`src/rtl/assert_macros.svh`:
```
// assert_macros.svh: assertion macros shared by the filter RTL.
// Depends on nothing; included by the modules that carry assertions.
`ifndef ASSERT_MACROS_SVH
`define ASSERT_MACROS_SVH

// Same-cycle implication, disabled while reset is asserted.
`define ASSERT_IMPLIES(label, clk, rst_n, pre, post, msg) \
	label: assert property (@(posedge clk) disable iff (!rst_n) (pre) |-> (post)) \
		else $error(msg);

// Next-cycle implication, disabled while reset is asserted.
`define ASSERT_NEXT(label, clk, rst_n, pre, post, msg) \
	label: assert property (@(posedge clk) disable iff (!rst_n) (pre) |=> (post)) \
		else $error(msg);

`endif

```
`src/rtl/inmr_pkg.sv`:
```
// inmr_pkg.sv: types, constants and helper functions of the impulse noise filter.
// Depends on nothing; used by inmr_filter, inmr_out_fifo and the core.
package inmr_pkg;

	localparam int unsigned MAX_WIDTH  = 2048;
	localparam int unsigned MAX_HEIGHT = 2048;

	localparam int unsigned COL_W  = $clog2(MAX_WIDTH);
	localparam int unsigned WDIM_W = $clog2(MAX_WIDTH + 1);
	localparam int unsigned ROW_W  = $clog2(MAX_HEIGHT);
	localparam int unsigned HDIM_W = $clog2(MAX_HEIGHT + 1);

	localparam int unsigned CFG_DIM_W   = 12;
	localparam int unsigned STRENGTH_W  = 5;
	localparam int unsigned CFG_DATA_W  = 12;
	localparam int unsigned CFG_INDEX_W = 2;

	localparam logic [CFG_INDEX_W-1:0] REG_STRENGTH = CFG_INDEX_W'(0);
	localparam logic [CFG_INDEX_W-1:0] REG_WIDTH    = CFG_INDEX_W'(1);
	localparam logic [CFG_INDEX_W-1:0] REG_HEIGHT   = CFG_INDEX_W'(2);

	localparam int unsigned WIDTH_RESET  = 640;
	localparam int unsigned HEIGHT_RESET = 480;

	localparam int unsigned STRENGTH_MAX = 20;
	localparam int unsigned TOL_BASE     = 100;
	localparam int unsigned TOL_STEP     = 5;
	localparam int unsigned TOL_W        = 7;
	localparam int unsigned CH_MAX       = 255;

	localparam int unsigned NEIGH_SUM_W = 11;
	localparam int unsigned AVG_SHIFT   = 3;

	localparam int unsigned PEND_W = 12;
	localparam logic [PEND_W-1:0] PEND_MAX = '1;

	localparam int unsigned OUT_FIFO_DEPTH = 8;
	localparam int unsigned FIFO_PTR_W     = $clog2(OUT_FIFO_DEPTH);
	localparam int unsigned FIFO_CNT_W     = $clog2(OUT_FIFO_DEPTH + 1);

	typedef struct packed {
		logic [7:0] red;
		logic [7:0] green;
		logic [7:0] blue;
	} pixel_t;

	// Middle line store entry: live is low for entries written by a flush beat.
	typedef struct packed {
		logic   live;
		pixel_t pix;
	} mid_entry_t;

	typedef struct packed {
		pixel_t pix;
		logic   last;
	} result_t;

	// Control that travels with a window into the filter datapath.
	typedef struct packed {
		logic valid;
		logic border;
		logic last;
	} win_ctl_t;

	function automatic logic [WDIM_W-1:0] eff_width(input logic [CFG_DIM_W-1:0] v);
		if (v == '0) begin
			return WDIM_W'(1);
		end else if (32'(v) > MAX_WIDTH) begin
			return WDIM_W'(MAX_WIDTH);
		end
		return WDIM_W'(v);
	endfunction

	function automatic logic [HDIM_W-1:0] eff_height(input logic [CFG_DIM_W-1:0] v);
		if (v == '0) begin
			return HDIM_W'(1);
		end else if (32'(v) > MAX_HEIGHT) begin
			return HDIM_W'(MAX_HEIGHT);
		end
		return HDIM_W'(v);
	endfunction

	function automatic logic [TOL_W-1:0] tolerance(input logic [STRENGTH_W-1:0] strength);
		logic [STRENGTH_W-1:0] s;
		s = (strength > STRENGTH_W'(STRENGTH_MAX)) ? STRENGTH_W'(STRENGTH_MAX) : strength;
		return TOL_W'(TOL_BASE - TOL_STEP * 32'(s));
	endfunction

endpackage

```
`src/rtl/inmr_filter.sv`:
```
// inmr_filter.sv: neighbor mean, registered, then outlier replacement.
// Depends on inmr_pkg.
module inmr_filter (
	input  logic                               clk,
	input  logic                               arst_n,
	input  inmr_pkg::pixel_t                   window [9],
	input  inmr_pkg::win_ctl_t                 ctl,
	input  logic [inmr_pkg::STRENGTH_W-1:0]    strength,
	output logic                               push,
	output inmr_pkg::result_t                  result
);

	inmr_pkg::win_ctl_t ctl_s3;
	inmr_pkg::pixel_t   avg_s3;
	inmr_pkg::pixel_t   centre_s3;

	logic [inmr_pkg::NEIGH_SUM_W-1:0] sum [3];
	logic [23:0]                      avg_d;
	logic [inmr_pkg::TOL_W-1:0]       tol;
	logic                             outlier;

	// Sum of the eight neighbors in each channel; the centre is skipped.
	always_comb begin
		for (int ch = 0; ch < 3; ch++) begin
			sum[ch] = '0;
			for (int i = 0; i < 9; i++) begin
				if (i != 4) begin
					sum[ch] = sum[ch] + inmr_pkg::NEIGH_SUM_W'(window[i][8*ch +: 8]);
				end
			end
			avg_d[8*ch +: 8] = sum[ch][inmr_pkg::AVG_SHIFT +: 8];
		end
	end

	always_ff @(posedge clk or negedge arst_n) begin
		if (!arst_n) begin
			ctl_s3 <= '0;
		end else begin
			ctl_s3 <= ctl;
		end
	end

	always_ff @(posedge clk) begin
		avg_s3    <= avg_d;
		centre_s3 <= window[4];
	end

	assign tol = inmr_pkg::tolerance(strength);

	// Band check: centre outside [max(avg-tol,0), min(avg+tol,255)] in any channel.
	always_comb begin
		logic [7:0] a;
		logic [7:0] c;
		logic [7:0] lo;
		logic [8:0] hi;
		outlier = 1'b0;
		for (int ch = 0; ch < 3; ch++) begin
			a  = avg_s3[8*ch +: 8];
			c  = centre_s3[8*ch +: 8];
			lo = (a > 8'(tol)) ? a - 8'(tol) : 8'd0;
			hi = {1'b0, a} + 9'(tol);
			if (hi > 9'(inmr_pkg::CH_MAX)) begin
				hi = 9'(inmr_pkg::CH_MAX);
			end
			if ((c < lo) || ({1'b0, c} > hi)) begin
				outlier = 1'b1;
			end
		end
	end

	assign push        = ctl_s3.valid;
	assign result.pix  = (!ctl_s3.border && outlier) ? avg_s3 : centre_s3;
	assign result.last = ctl_s3.last;

endmodule

```
`config.mk`:
```
export PLATFORM = sky130hd
export DESIGN_NAME = inmr_filter
export DESIGN_NICKNAME = d
export VERILOG_FILES = /design/src/rtl/assert_macros.svh /design/src/rtl/inmr_pkg.sv /design/src/rtl/inmr_filter.sv
export SDC_FILE = /design/constraint.sdc
export NUM_CORES = 1
export LEC_CHECK = 0
export BUFFER_PORTS_ARGS = -buffer_cell sky130_fd_sc_hd__buf_4
export CAP_MARGIN = 10
export CELL_PAD_IN_SITES_DETAIL_PLACEMENT = 1
export CELL_PAD_IN_SITES_GLOBAL_PLACEMENT = 1
export CORE_MARGIN = 2
export CORE_UTILIZATION = 44
export CTS_CLUSTER_SIZE = 40
export DETAILED_ROUTE_END_ITERATION = 7
export HOLD_SLACK_MARGIN = 0.06
export PLACE_DENSITY_LB_ADDON = 0.1
export REMOVE_ABC_BUFFERS = 1
export SYNTH_ARGS = -nofsm -noshare
export SYNTH_HDL_FRONTEND = slang
export SYNTH_SLANG_ARGS = --single-unit
```
`constraint.sdc`:
```
create_clock -name clk -period 10.3 [get_ports clk]
set_input_delay 0.515 -clock clk [delete_from_list [all_inputs] [get_ports clk]]
set_output_delay 0.515 -clock clk [all_outputs]
set_load 0.05 [all_outputs]
```
==> flow_metrics.env <==
export IMPL_grt_max_degree=17
export IMPL_fin_util_pct=56.1
export IMPL_multiInputGateArea_um2=7160
export IMPL_ir_drop_v=0.000118
export IMPL_post_synth_top_count_cell="inv_1"
export IMPL_num_fill_cells=2347
export IMPL_io_pins=252
export IMPL_crit_buf_inv=5
export IMPL_grt_pass1_vias=8197
export IMPL_cts_buffers_inserted=5
export IMPL_vias=7232
export IMPL_worst_path_max_fanout=16
export IMPL_cts_repair_resized=0
export IMPL_yosysWarnings=0
export IMPL_grt_usage_pct=22.6
export IMPL_final_hold_viol_count=0
export IMPL_grt_pass1_wl_um=39000
export IMPL_wl_per_cell_um=16.3
export IMPL_worstPathArrival_ns=7.18
export IMPL_synth_top_cell_area_share_pct=32.1
export IMPL_power_leakage_nw=5.90
export IMPL_cts_htree_levels=2
export IMPL_end_kind="output port"
export IMPL_coreArea_um2=20200
export IMPL_status="complete, no violations"
export IMPL_tightest_slew_ns=0.879
export IMPL_final_nets=1676
export IMPL_worstPathRequired_ns=9.79
export IMPL_root_buffer="clkbuf_16"
export IMPL_drtPass1Iterations=4
export IMPL_start_util_pct=44.6
export IMPL_drc=0
export IMPL_drv_slew=0
export IMPL_die_w_um=147
export IMPL_syn_cell_area_um2=8990
export IMPL_rows=52
export IMPL_overflow=0
export IMPL_cts_buffer_depth=2
export IMPL_min_period_over_period_pct=74.7
export IMPL_register_area_um2=1040
export IMPL_place_congestion=0.859
export IMPL_async_flop_share_pct=5.88
export IMPL_syn_inst=923
export IMPL_startpoint_type="input port"
export IMPL_setup_viol=0
export IMPL_ys_types=60
export IMPL_fin_tns_setup_ns=0
export IMPL_final_antenna_net_count=0
export IMPL_hp_class="input port to register"
export IMPL_clkSinkCount=51
export IMPL_antenna_cells=0
export IMPL_yosysSeqAreaShare_pct=11.5
export IMPL_routed_wirelength_um=23600
export IMPL_chipHeight_um=147
export IMPL_power_density_nw_per_um2=341
export IMPL_drive_gt1_share_pct=24.8
export IMPL_max_stage_delay_ns=0.60
export IMPL_cp_top_family="compound AO/OA/AOI/OAI gates"
export IMPL_antenna_found_initial=0
export IMPL_slew_headroom_pct=41.0
export IMPL_cap_violations=0
export IMPL_port_buffers=251
export IMPL_syn2layout_area_growth_pct=25.8
export IMPL_clkTransAtPathRegs_ns=0.07
export IMPL_worstSetupPathType="input port to output port"
export IMPL_synth_edf_count=0
export IMPL_synthFlopType="dfxtp_1"
export IMPL_synth_seq_cells=51
export IMPL_viasPerCell=5.01
export IMPL_die_area_um2=21600
export IMPL_cp_common_cell="ha_1"
export IMPL_post_route_min_period_ns=7.69
export IMPL_yosys_top_cells_area="fa_1 (32%), ha_1 (19%), dfxtp_1 (11%), inv_1 (8.1%), xnor2_1 (2.9%)"
export IMPL_tritoncts="done"
export IMPL_syn_mean_instance_area_um2=9.74
export IMPL_drt_iter0_drc=132
export IMPL_synth_common_cells="inv_1 (195), fa_1 (144), ha_1 (133)"
export IMPL_dp_hpwl_um=21500
export IMPL_crit_path_top_delay_cell="xor2_1"
export IMPL_yosysTopAreaCell="fa_1"
export IMPL_rsz0062_at_grt="false"
export IMPL_timing_fmax_ghz=0.130
stage by stage:
step           hold slack [ns]  power (mW)  worst slack (ns)  std cells  instance area (µm²)
6_report                 0.308        3.85              2.61       1444                11300
5_1_grt                  0.294        4.32              2.05       1444                11300
4_1_cts                  0.300        3.90              2.59       1444                11300
3_5_place_dp             0.310        3.70              2.64       1435                11200
3_3_place_gp             0.307        3.60              2.85       1435                11200
2_1_floorplan            0.219        2.86              3.52        913                 8930
final cells by class:
cell class | count | area share (%)
clock inverter | 2 | 0.122
multi-input combinational | 667 | 63.3
tap | 270 | 2.99
clock buffer | 6 | 1.14
sequential | 51 | 9.16
inverter | 195 | 6.47
timing repair buffer | 253 | 16.8
routing by layer:
metal / up-vias / global-route usage (%) / part of all wire (%)
met5: - / 0 / 0
met4: 0 / 5.00 / 1.7
met3: 29 / 3.54 / 4.7
met2: 184 / 43.0 / 53
met1: 3558 / 26.9 / 40
li1: 3461 / - / -
placed cells by master, fill, tap and decap left out, types with 4 or more instances in the layout:
cell	Yosys	final
buf_4	2	252
inv_1	195	195
fa_1	144	144
ha_1	133	133
nor2_1	50	50
dfxtp_1	48	48
nand2_1	42	42
a21oi_1	34	34
o21ai_0	32	32
xnor2_1	30	30
a21o_1	23	23
xor2_1	19	19
nor2b_1	16	16
mux2_4	16	16
nand2b_1	15	15
o21bai_1	12	12
nand4_1	12	12
nor3_1	11	11
a21boi_0	7	7
nand3_1	6	6
o21a_1	6	6
clkbuf_16	0	5
nor4_1	4	4
and2_1	4	4
mux2i_1	4	4
mux2_2	4	4
cell families (layout without fill, tap and decap cells):
family | Yosys count | count (layout) | synth area share, %
DFF | 51 | 51 | 11.5
xor gates and xnor gates | 49 | 49 | 4.77
buffers and inverters | 205 | 456 | 8.84
AOI/OAI and AO/OA | 143 | 143 | 11.0
muxes | 24 | 24 | 3.62
and+or+nand+nor | 174 | 174 | 9.66
adders and majority gates | 277 | 277 | 50.6
sequential cells by signal (all words and copies together) (netlist names):
signal,count
avg_s3,24
centre_s3,24
ctl_s3,1
push,1
result,1
path summary, 6_finish.rpt:
check	end	cells past startpoint	from	slack, ns
setup / recovery	result[2]	27	strength[3]	2.61
hold / removal	centre_s3[14]	1	window[110]	0.31
min in group asynchronous	push	2	arst_n	0.53
max in group asynchronous	ctl_s3[1]	2	arst_n	9.67
where the power goes:
| part | switching, mW | internal (mW) |
|---|---|---|
| clock network | 0.0796 | 0.0904 |
| logic | 1.84 | 1.47 |
| registers | 0.0916 | 0.279 |
what timing repair did:
action	CTS	global route
buffers inserted	0	0
hold buffers	1	0
hold endpoints to repair	3	0
Power figures use the tool's default switching activity.
