[src/rtl/assert_macros.svh]
// assert_macros.svh: assertion macros shared by the filter RTL.
// Depends on nothing; included by the modules that carry assertions.
`ifndef ASSERT_MACROS_SVH
`define ASSERT_MACROS_SVH

// Same-cycle implication, disabled while reset is asserted.
`define ASSERT_IMPLIES(label, clk, rst_n, pre, post, msg) \
	label: assert property (@(posedge clk) disable iff (!rst_n) (pre) |-> (post)) \
		else $error(msg);

// Next-cycle implication, disabled while reset is asserted.
`define ASSERT_NEXT(label, clk, rst_n, pre, post, msg) \
	label: assert property (@(posedge clk) disable iff (!rst_n) (pre) |=> (post)) \
		else $error(msg);

`endif

[src/rtl/inmr_pkg.sv]
// inmr_pkg.sv: types, constants and helper functions of the impulse noise filter.
// Depends on nothing; used by inmr_filter, inmr_out_fifo and the core.
package inmr_pkg;

	localparam int unsigned MAX_WIDTH  = 2048;
	localparam int unsigned MAX_HEIGHT = 2048;

	localparam int unsigned COL_W  = $clog2(MAX_WIDTH);
	localparam int unsigned WDIM_W = $clog2(MAX_WIDTH + 1);
	localparam int unsigned ROW_W  = $clog2(MAX_HEIGHT);
	localparam int unsigned HDIM_W = $clog2(MAX_HEIGHT + 1);

	localparam int unsigned CFG_DIM_W   = 12;
	localparam int unsigned STRENGTH_W  = 5;
	localparam int unsigned CFG_DATA_W  = 12;
	localparam int unsigned CFG_INDEX_W = 2;

	localparam logic [CFG_INDEX_W-1:0] REG_STRENGTH = CFG_INDEX_W'(0);
	localparam logic [CFG_INDEX_W-1:0] REG_WIDTH    = CFG_INDEX_W'(1);
	localparam logic [CFG_INDEX_W-1:0] REG_HEIGHT   = CFG_INDEX_W'(2);

	localparam int unsigned WIDTH_RESET  = 640;
	localparam int unsigned HEIGHT_RESET = 480;

	localparam int unsigned STRENGTH_MAX = 20;
	localparam int unsigned TOL_BASE     = 100;
	localparam int unsigned TOL_STEP     = 5;
	localparam int unsigned TOL_W        = 7;
	localparam int unsigned CH_MAX       = 255;

	localparam int unsigned NEIGH_SUM_W = 11;
	localparam int unsigned AVG_SHIFT   = 3;

	localparam int unsigned PEND_W = 12;
	localparam logic [PEND_W-1:0] PEND_MAX = '1;

	localparam int unsigned OUT_FIFO_DEPTH = 8;
	localparam int unsigned FIFO_PTR_W     = $clog2(OUT_FIFO_DEPTH);
	localparam int unsigned FIFO_CNT_W     = $clog2(OUT_FIFO_DEPTH + 1);

	typedef struct packed {
		logic [7:0] red;
		logic [7:0] green;
		logic [7:0] blue;
	} pixel_t;

	// Middle line store entry: live is low for entries written by a flush beat.
	typedef struct packed {
		logic   live;
		pixel_t pix;
	} mid_entry_t;

	typedef struct packed {
		pixel_t pix;
		logic   last;
	} result_t;

	// Control that travels with a window into the filter datapath.
	typedef struct packed {
		logic valid;
		logic border;
		logic last;
	} win_ctl_t;

	function automatic logic [WDIM_W-1:0] eff_width(input logic [CFG_DIM_W-1:0] v);
		if (v == '0) begin
			return WDIM_W'(1);
		end else if (32'(v) > MAX_WIDTH) begin
			return WDIM_W'(MAX_WIDTH);
		end
		return WDIM_W'(v);
	endfunction

	function automatic logic [HDIM_W-1:0] eff_height(input logic [CFG_DIM_W-1:0] v);
		if (v == '0) begin
			return HDIM_W'(1);
		end else if (32'(v) > MAX_HEIGHT) begin
			return HDIM_W'(MAX_HEIGHT);
		end
		return HDIM_W'(v);
	endfunction

	function automatic logic [TOL_W-1:0] tolerance(input logic [STRENGTH_W-1:0] strength);
		logic [STRENGTH_W-1:0] s;
		s = (strength > STRENGTH_W'(STRENGTH_MAX)) ? STRENGTH_W'(STRENGTH_MAX) : strength;
		return TOL_W'(TOL_BASE - TOL_STEP * 32'(s));
	endfunction

endpackage

[src/rtl/inmr_out_if.sv]
// inmr_out_if.sv: filtered pixel channel out of the filter, valid/ready with RGB.
// Depends on nothing.
interface inmr_out_if;
	logic       valid;
	logic       ready;
	logic [7:0] out_red;
	logic [7:0] out_green;
	logic [7:0] out_blue;
	logic       last_of_frame;

	modport source (output valid, out_red, out_green, out_blue, last_of_frame, input ready);
	modport sink (input valid, out_red, out_green, out_blue, last_of_frame, output ready);
endinterface

[src/rtl/inmr_out_fifo.sv]
// inmr_out_fifo.sv: small result queue that drives the output channel.
// Depends on inmr_pkg, inmr_out_if and assert_macros.svh.
`include "assert_macros.svh"

module inmr_out_fifo (
	input  logic                              clk,
	input  logic                              arst_n,
	input  logic                              push,
	input  inmr_pkg::result_t                 push_data,
	inmr_out_if.source                        results,
	output logic [inmr_pkg::FIFO_CNT_W-1:0]   count
);

	inmr_pkg::result_t                     mem_q [inmr_pkg::OUT_FIFO_DEPTH];
	logic [inmr_pkg::FIFO_PTR_W-1:0]       wr_ptr_q;
	logic [inmr_pkg::FIFO_PTR_W-1:0]       rd_ptr_q;
	logic [inmr_pkg::FIFO_CNT_W-1:0]       count_q;
	logic                                  pop;
	inmr_pkg::result_t                     head;

	function automatic logic [inmr_pkg::FIFO_PTR_W-1:0] next_ptr(
		input logic [inmr_pkg::FIFO_PTR_W-1:0] p
	);
		if (p == inmr_pkg::FIFO_PTR_W'(inmr_pkg::OUT_FIFO_DEPTH - 1)) begin
			return '0;
		end
		return p + inmr_pkg::FIFO_PTR_W'(1);
	endfunction

	assign pop  = results.valid && results.ready;
	assign head = mem_q[rd_ptr_q];

	always_ff @(posedge clk) begin
		if (push) begin
			mem_q[wr_ptr_q] <= push_data;
		end
	end

	always_ff @(posedge clk or negedge arst_n) begin
		if (!arst_n) begin
			wr_ptr_q <= '0;
			rd_ptr_q <= '0;
			count_q  <= '0;
		end else begin
			if (push) begin
				wr_ptr_q <= next_ptr(wr_ptr_q);
			end
			if (pop) begin
				rd_ptr_q <= next_ptr(rd_ptr_q);
			end
			if (push && !pop) begin
				count_q <= count_q + inmr_pkg::FIFO_CNT_W'(1);
			end else if (pop && !push) begin
				count_q <= count_q - inmr_pkg::FIFO_CNT_W'(1);
			end
		end
	end

	assign results.valid         = (count_q != '0);
	assign results.out_red       = head.pix.red;
	assign results.out_green     = head.pix.green;
	assign results.out_blue      = head.pix.blue;
	assign results.last_of_frame = head.last;
	assign count                 = count_q;

	`ASSERT_IMPLIES(push_not_full, clk, arst_n, push && !pop, count_q < inmr_pkg::FIFO_CNT_W'(inmr_pkg::OUT_FIFO_DEPTH), "result pushed into a full queue")
	`ASSERT_NEXT(count_up, clk, arst_n, push && !pop, count_q == $past(count_q) + inmr_pkg::FIFO_CNT_W'(1), "queue count did not rise on push")
	`ASSERT_NEXT(count_down, clk, arst_n, pop && !push, count_q == $past(count_q) - inmr_pkg::FIFO_CNT_W'(1), "queue count did not fall on pop")

endmodule

[src/flat_wrapper.sv]
// flat-port wrapper written by rule: the top's interface ports become plain ports
module inmr_out_fifo_flat 
  (clk, arst_n, push, push_data, count, results_valid, results_out_red, results_out_green, results_out_blue, results_last_of_frame, results_ready);
  inmr_out_if results_i ();
  input  logic clk;
  input  logic arst_n;
  input  logic push;
  input  inmr_pkg::result_t push_data;
  output logic [inmr_pkg::FIFO_CNT_W-1:0] count;
  output wire logic [$bits(results_i.valid)-1:0] results_valid;
  output wire logic [$bits(results_i.out_red)-1:0] results_out_red;
  output wire logic [$bits(results_i.out_green)-1:0] results_out_green;
  output wire logic [$bits(results_i.out_blue)-1:0] results_out_blue;
  output wire logic [$bits(results_i.last_of_frame)-1:0] results_last_of_frame;
  input wire logic [$bits(results_i.ready)-1:0] results_ready;
  assign results_valid = results_i.valid;
  assign results_out_red = results_i.out_red;
  assign results_out_green = results_i.out_green;
  assign results_out_blue = results_i.out_blue;
  assign results_last_of_frame = results_i.last_of_frame;
  assign results_i.ready = results_ready;
  inmr_out_fifo u_core (.clk(clk), .arst_n(arst_n), .push(push), .push_data(push_data), .results(results_i), .count(count));
endmodule
[config.mk]
export PLATFORM = sky130hd
export DESIGN_NAME = inmr_out_fifo_flat
export DESIGN_NICKNAME = d
export VERILOG_FILES = /design/src/rtl/inmr_pkg.sv /design/src/rtl/inmr_out_if.sv /design/src/rtl/inmr_out_fifo.sv /design/src/flat_wrapper.sv
export VERILOG_INCLUDE_DIRS = /design/src /design/src/rtl
export SDC_FILE = /design/constraint.sdc
export NUM_CORES = 1
export LEC_CHECK = 0
export BUFFER_PORTS_ARGS = -buffer_cell sky130_fd_sc_hd__buf_2
export CORE_UTILIZATION = 35
export CTS_CLUSTER_SIZE = 20
export DETAILED_ROUTE_END_ITERATION = 8
export REMOVE_ABC_BUFFERS = 1
export SLEW_MARGIN = 20
export SYNTH_ARGS = -nofsm -noshare
export SYNTH_HDL_FRONTEND = slang
export SYNTH_SLANG_ARGS = --single-unit
[constraint.sdc]
create_clock -name clk -period 4 [get_ports clk]
set_input_delay 0.2 -clock clk [delete_from_list [all_inputs] [get_ports clk]]
set_output_delay 0.2 -clock clk [all_outputs]
set_load 0.005 [all_outputs]
==> results of run 1 <==
-- registers in the layout (all words and copies together), names as in the netlist --
signal	flops
u_core.count	4
u_core.wr_ptr_q	3
u_core.mem_q	200
u_core.rd_ptr_q	3
-- logic make-up (layout without fill, tap and decap cells) --
group                      count (synthesis)  after routing  synth area share (%)
DFF                                      210            210                  75.1
muxes                                     81             81                  19.6
and+or+nand+nor                           26             26                  1.55
buffers and inverters                     17            130                  1.31
AOI/OAI and AO/OA                          9              9                 0.976
adders and majority gates                  8              8                  1.29
xor gates and xnor gates                   2              2                 0.210
-- power by group --
group          total, mW  switching (mW)  internal [mW]  leakage, nW
combinational       1.80           0.818          0.980         1.10
clock               2.03           0.787           1.24        0.359
sequential          3.07           0.292           2.78         1.93
total               6.89            1.90           5.00         3.39
-- repair_timing --
item                                    CTS  global route
endpoints found under the hold margin   210             0
endpoints found under the setup margin    0             0
hold buffers                             26             0
-- synthesized netlist by cell type --
cell type and instances:
mux4_2 8, nand2b_1 4, buf_1 2, mux2i_1 1, a21oi_1 2, nor2_1 7, xnor2_1 2, o211ai_1 2
mux2_2 30, edfxtp_1 200, mux4_1 42, o21ai_0 2, ha_1 7, nand3_1 2, nor3_1 4, a21o_1 1
clkbuf_1 8, or3_1 1, o41ai_4 1, or4_1 2, buf_6 6, fa_1 1, a2111o_1 1, inv_1 1
nand2_1 5, dfrtp_1 10, nand3b_1 1
-- per-layer routing --
layer	vias to the layer above	share of wire, %	track usage [%]
li1	1729	-	-
met1	2012	43	17.5
met2	80	50	22.3
met3	20	5.1	2.69
met4	0	1.8	3.97
met5	-	0	0
-- worst reg2reg max path, cell delays in order, from the launching register on --
cell and delay, ns:
dfrtp_1 0.49, o41ai_4 0.57, ha_1 0.34, inv_1 0.13
ha_1 0.38, or4_1 0.50, o211ai_1 0.11, o211ai_1 0.12
-- worst max-delay path by stage --
stage	start	slack, ns	end	cells after the start
6_report	u_core.rd_ptr_q[0]	1.06	results_out_green[2]	4
2_1_floorplan	u_core.rd_ptr_q[0]	1.20	results_last_of_frame	2
3_5_place_dp	u_core.count[0]	1.25	u_core.count[3]	7
3_3_place_gp	u_core.count[0]	1.45	u_core.count[3]	7
4_1_cts	u_core.rd_ptr_q[0]	1.0	results_out_green[2]	4
5_1_grt	u_core.rd_ptr_q[0]	0.89	results_out_green[2]	4
-- layout make-up --
cell class | count | area share (%)
clock inverter | 14 | 1.41
sequential | 210 | 62.5
clock buffer | 26 | 5.86
tap | 319 | 3.99
inverter | 1 | 0.0375
multi-input combinational | 126 | 20.2
timing repair buffer | 89 | 6.00
==> results.tsv, run 1 <==
metric	value	unit
fillers	2087	
hold_class	input port to flip-flop	
cp_num_buf_inv	2	
ant_nets	0	
regArea	6260	um^2
whs	0.0410	ns
dpl_cell_area	9020	um^2
synthToLayoutAreaGrowth	20.2	%
setup_viol	0	
place_inst	719	
final-hold-violation-count	0	
port_buffers	58	
overflow	0	
cts.repair.resized	0	
gp_congestion	0.727	
drive_gt1_share	30.7	%
dpl.hpwl	8680	um
p_leak	3.39	nW
finalInstanceArea	10000	um^2
core	23400	um^2
path_delay_family	multiplexers	
grt_usage	13.3	%
min_period_over_period	73.5	%
syn-mean-instance-area	23.6	um^2
grt_pass1_wl	24100	um
clockBufferDepth	3	
synth_seq_area_share	75.1	%
cp_max_fo	29	
place_ws	1.25	ns
clk_transition_reported_paths	0.06	ns
synth_top_area_share	72.1	%
grt_pass1_vias	4065	
clk_latency	0.49	ns
totalPowerFinal	6.89	mW
synth_area	8330	um^2
critPathSlowestCell	dfrtp_2	
cts_setup_buffers	0	
fp.dieH	156	um
cts_max_level	1	
drc	0	
synth.distinct_cells	27	
synth_cells	353	
multi_input_area	2020	um^2
diodes	0	
start_util	35.6	%
fp.dieW	156	um
nets	487	
max_stage_delay	0.87	ns
worstMarginPinSlew	1.04	ns
rows	56	
wl_per_cell	20.0	um
drt-pass1-iter-count	4	
synth_seq_cells	210	
rsz0062_at_grt	no	
fin_setup_tns	0	ns
utilization	42.8	%
synth_top_area_cell	edfxtp_1	
yosys_warnings	0	
viasPerCell	4.89	
holdPathStages	3	
final_common_cell	edfxtp_1	
vias	3841	
synth_area_leaders	edfxtp_1, mux4_1, mux2_2, dfrtp_1, mux4_2	
die_area	24400	um^2
grt_max_degree	32	
r2r_end	u_core.count[3]	
setup_slack	1.06	ns
final_cell_mix	edfxtp_1, buf_2, mux4_1	
powerDensity	689	nW/um^2
hold_end	u_core.rd_ptr_q[1]	
clock_skew	0.0101	ns
first_iter_violations	283	
final_cells	785	
start_kind	flip-flop	
finalWirelength	15700	um
critPathArrivalTime	2.74	ns
maxSlewViolCount	0	
maxCapViolCount	0	
max_freq	0.340	GHz
min_from	results_ready	
worstSetupPathType	flip-flop to output pin	
crit_path_cell_trace	buf_12 > mux4_1 > mux2_2 > buf_2	
clockRootBuffer	clkbuf_16	
maxSlewHeadroom	30.4	%
reg2reg_depth	7	
period_minus_slack	2.94	ns
cp.required	3.80	ns
cts_tree	built	
cts_made_buffers	22	
cp-end-kind	output pin	
ir_worst_vdd	340	uV
status	complete, no violations	
clock-sinks	210	
antenna_found_initial	0	
ios	59	
r2r_start	u_core.count[0]	
reg2reg_slack	1.22	ns
Power figures use the tool's default switching activity.
==> inputs of run 2 (changes only) <==
--- a/config.mk
+++ b/config.mk
@@ -6,6 +6,7 @@
 export SDC_FILE = /design/constraint.sdc
 export NUM_CORES = 1
 export LEC_CHECK = 0
+export ABC_AREA = 1
 export BUFFER_PORTS_ARGS = -buffer_cell sky130_fd_sc_hd__buf_2
 export CORE_UTILIZATION = 35
 export CTS_CLUSTER_SIZE = 20
==> constraint.sdc (replaced) <==
create_clock -name clk -period 2.9 [get_ports clk]
set_input_delay 0.145 -clock clk [delete_from_list [all_inputs] [get_ports clk]]
set_output_delay 0.145 -clock clk [all_outputs]
set_load 0.005 [all_outputs]
==> results.tsv, run 2 <==
metric	value	unit	change
cp_max_fo	37		was 29
synthTopCellsByCount	nand2_1, edfxtp_1, nor2_1		was edfxtp_1, mux4_1, mux2_2
whs	0.0410	ns	about the same
drt-pass1-iter-count	6		was 4
final_cell_mix	nand2_1, edfxtp_1, buf_2		was edfxtp_1, buf_2, mux4_1
totalPowerFinal	9.74	mW	was 6.89 mW
synthToLayoutAreaGrowth	18.5	%	was 20.2%
diodes	0		unchanged
cp-end-kind	output pin		unchanged
finalInstanceArea	10200	um^2	was 10000 um^2
maxSlewHeadroom	51.8	%	was 30.4%
finalWirelength	18600	um	was 15700 um
yosysMostFrequentCell	nand2_1		was edfxtp_1
wl_met3	1050	um	was 794 um
clockRootBuffer	clkbuf_16		unchanged
cts_made_buffers	22		unchanged
cts.repair.resized	0		unchanged
synth_area_leaders	edfxtp_1, nand2_1, o21ai_0, o21ai_1, dfrtp_1		was edfxtp_1, mux4_1, mux2_2, dfrtp_1, mux4_2
max_freq	0.433	GHz	
dr_wl_met2	8730	um	was 7810 um
path_delay_family	buffers and inverters		was multiplexers
maxCapViolCount	0		unchanged
synth_cells	748		was 353
ys_async_sr_fraction	4.76	%	unchanged
cts_tree	built		unchanged
vias	5487		was 3841
clockBufferDepth	3		unchanged
synth_edf_count	200		unchanged
largest_reg_flops	200		unchanged
port_buffers	58		unchanged
cp_common_cell	nand2_1		
start_kind	flip-flop		unchanged
powerDensity	954	nW/um^2	was 689 nW/um^2
core	24200	um^2	was 23400 um^2
drc	0		unchanged
p_leak	3.90	nW	was 3.39 nW
synth_seq_cells	210		unchanged
fillers	2314		was 2087
r2r_end	u_core.count[3]		unchanged
r2r_start	u_core.count[0]		unchanged
synth_area	8610	um^2	was 8330 um^2
wl_met1	8390	um	was 6810 um
start_util	35.5	%	was 35.6%
cp_num_buf_inv	3		was 2
drive_gt1_share	14.9	%	was 30.7%
synth_top_area_cell	edfxtp_1		unchanged
worstSetupPathType	flip-flop to output pin		unchanged
clock-sinks	210		unchanged
synth.distinct_cells	22		was 27
synth_flop_cell	edfxtp_1		unchanged
clk_transition_reported_paths	0.06	ns	about the same
hold_class	input port to async pin		was input port to flip-flop
final-hold-violation-count	0		unchanged
yosys_warnings	0		unchanged
worstMarginPinSlew	0.723	ns	was 1.04 ns
first_iter_violations	336		was 283
dpl_cell_area	9260	um^2	was 9020 um^2
top_register	u_core.mem_q		unchanged
gp_congestion	0.753		was 0.727
nets	872		was 487
max_stage_delay	0.44	ns	was 0.87 ns
ant_nets	0		unchanged
cts_setup_buffers	0		unchanged
rows	57		was 56
viasPerCell	4.70		was 4.89
fp.dieH	159	um	was 156 um
die_area	25200	um^2	was 24400 um^2
dpl.hpwl	9440	um	was 8680 um
rsz0062_at_grt	no		unchanged
wl_per_cell	15.9	um	was 20.0 um
grt_pass1_wl	29500	um	was 24100 um
period_minus_slack	2.31	ns	
critPathSlowestCell	dfrtp_2		unchanged
final_common_cell	nand2_1		was edfxtp_1
grt_max_degree	103		was 32
reg2reg_depth	11		was 7
cp.required	2.76	ns	was 3.80 ns
min_period_over_period	79.6	%	
critPathArrivalTime	2.16	ns	was 2.74 ns
setup_viol	0		unchanged
highest_layer	met4		unchanged
ios	59		unchanged
clk_latency	0.49	ns	about the same
synth_top_area_share	69.7	%	was 72.1%
overflow	0		unchanged
antenna_found_initial	0		unchanged
crit_path_cell_trace	inv_4 > buf_12 > nand2_1 > nand2_1 > nand2_1 > o21ai_1 > nand2_1 > nand2_1 > buf_2		was buf_12 > mux4_1 > mux2_2 > buf_2
grt_pass1_vias	5605		was 4065
status	complete, no violations		unchanged
reg2reg_slack	0.82	ns	was 1.22 ns
clock_skew	0.00610	ns	was 0.0101 ns
grt_usage	15.0	%	was 13.3%
syn-mean-instance-area	11.5	um^2	was 23.6 um^2
ir_worst_vdd	545	uV	was 340 uV
maxSlewViolCount	0		unchanged
cts_max_level	1		unchanged
utilization	42.1	%	was 42.8%
synth_seq_area_share	72.6	%	was 75.1%
fp.dieW	159	um	was 156 um
-- run 2: cell types whose count changed in the layout (fill, tap and decap cells not counted), sizes merged, moves of 2 or more --
cell | previous run | this run
buf | 63 | 74
nand2b | 4 | 0
nand2 | 5 | 305
nor3 | 4 | 0
o21ai | 2 | 106
clkinv | 10 | 5
mux4 | 50 | 0
nor2 | 7 | 63
o211ai | 2 | 0
inv | 2 | 11
mux2 | 30 | 0
or4 | 2 | 0
-- run 2: worst max-delay path by stage --
stage                        from                    end  slack [ns]  cells past startpoint
2_1_floorplan  u_core.rd_ptr_q[0]  results_last_of_frame       -0.07                      7
3_3_place_gp      u_core.count[0]        u_core.count[3]        0.87                     11
3_5_place_dp      u_core.count[0]        u_core.count[3]        0.84                     11
4_1_cts        u_core.rd_ptr_q[0]   results_out_green[7]        0.54                      9
5_1_grt        u_core.rd_ptr_q[0]     results_out_red[6]        0.38                      9
6_report       u_core.rd_ptr_q[0]    results_out_blue[4]        0.59                      9
-- run 2: metal layers --
layer  vias to the layer above  GRT usage, %
met5                         -             0
met4                         0          5.42
met3                        32          2.53
met2                       130          24.4
met1                      2618          20.1
li1                       2707             -
-- run 2: final cells by class --
cell class | instances | area (um^2) | area share [%]
Multi-Input combinational cell | 489 | 2110 | 20.7
Sequential cell | 210 | 6260 | 61.3
Timing Repair Buffer | 101 | 718 | 7.04
Tap cell | 324 | 405 | 3.97
Clock inverter | 7 | 86.3 | 0.846
Inverter | 11 | 43.8 | 0.429
Clock buffer | 26 | 587 | 5.75
-- run 2: what timing repair did --
item	in CTS	in global routing
hold buffers	27	0
endpoints found under the setup margin	0	0
endpoints found under the hold margin	213	0
-- run 2: cells by family after synthesis --
kind of cell / Yosys count / synth area share [%]
buffers and inverters: 49 / 3.12
AO/OA/AOI/OAI: 108 / 6.28
AND/OR/NAND/NOR: 371 / 16.5
flip-flops: 210 / 72.6
adder cells (fa/ha/maj): 8 / 1.25
XOR/XNOR: 2 / 0.203
-- run 2: power breakdown --
group	internal [mW]	leakage, nW	switching (mW)
Sequential	3.74	1.93	0.134
Combinational	1.07	1.63	2.13
Clock	1.60	0.330	1.06
-- run 2: per-stage QoR --
step / cells / setup slack [ns] / setup TNS [ns]
global route: 1168 / 0.377 / 0
finish: 1168 / 0.592 / 0
global placement: 1108 / 0.870 / 0
detailed placement: 1108 / 0.838 / 0
floorplan: 710 / -0.0735 / -1.76
CTS: 1168 / 0.541 / 0
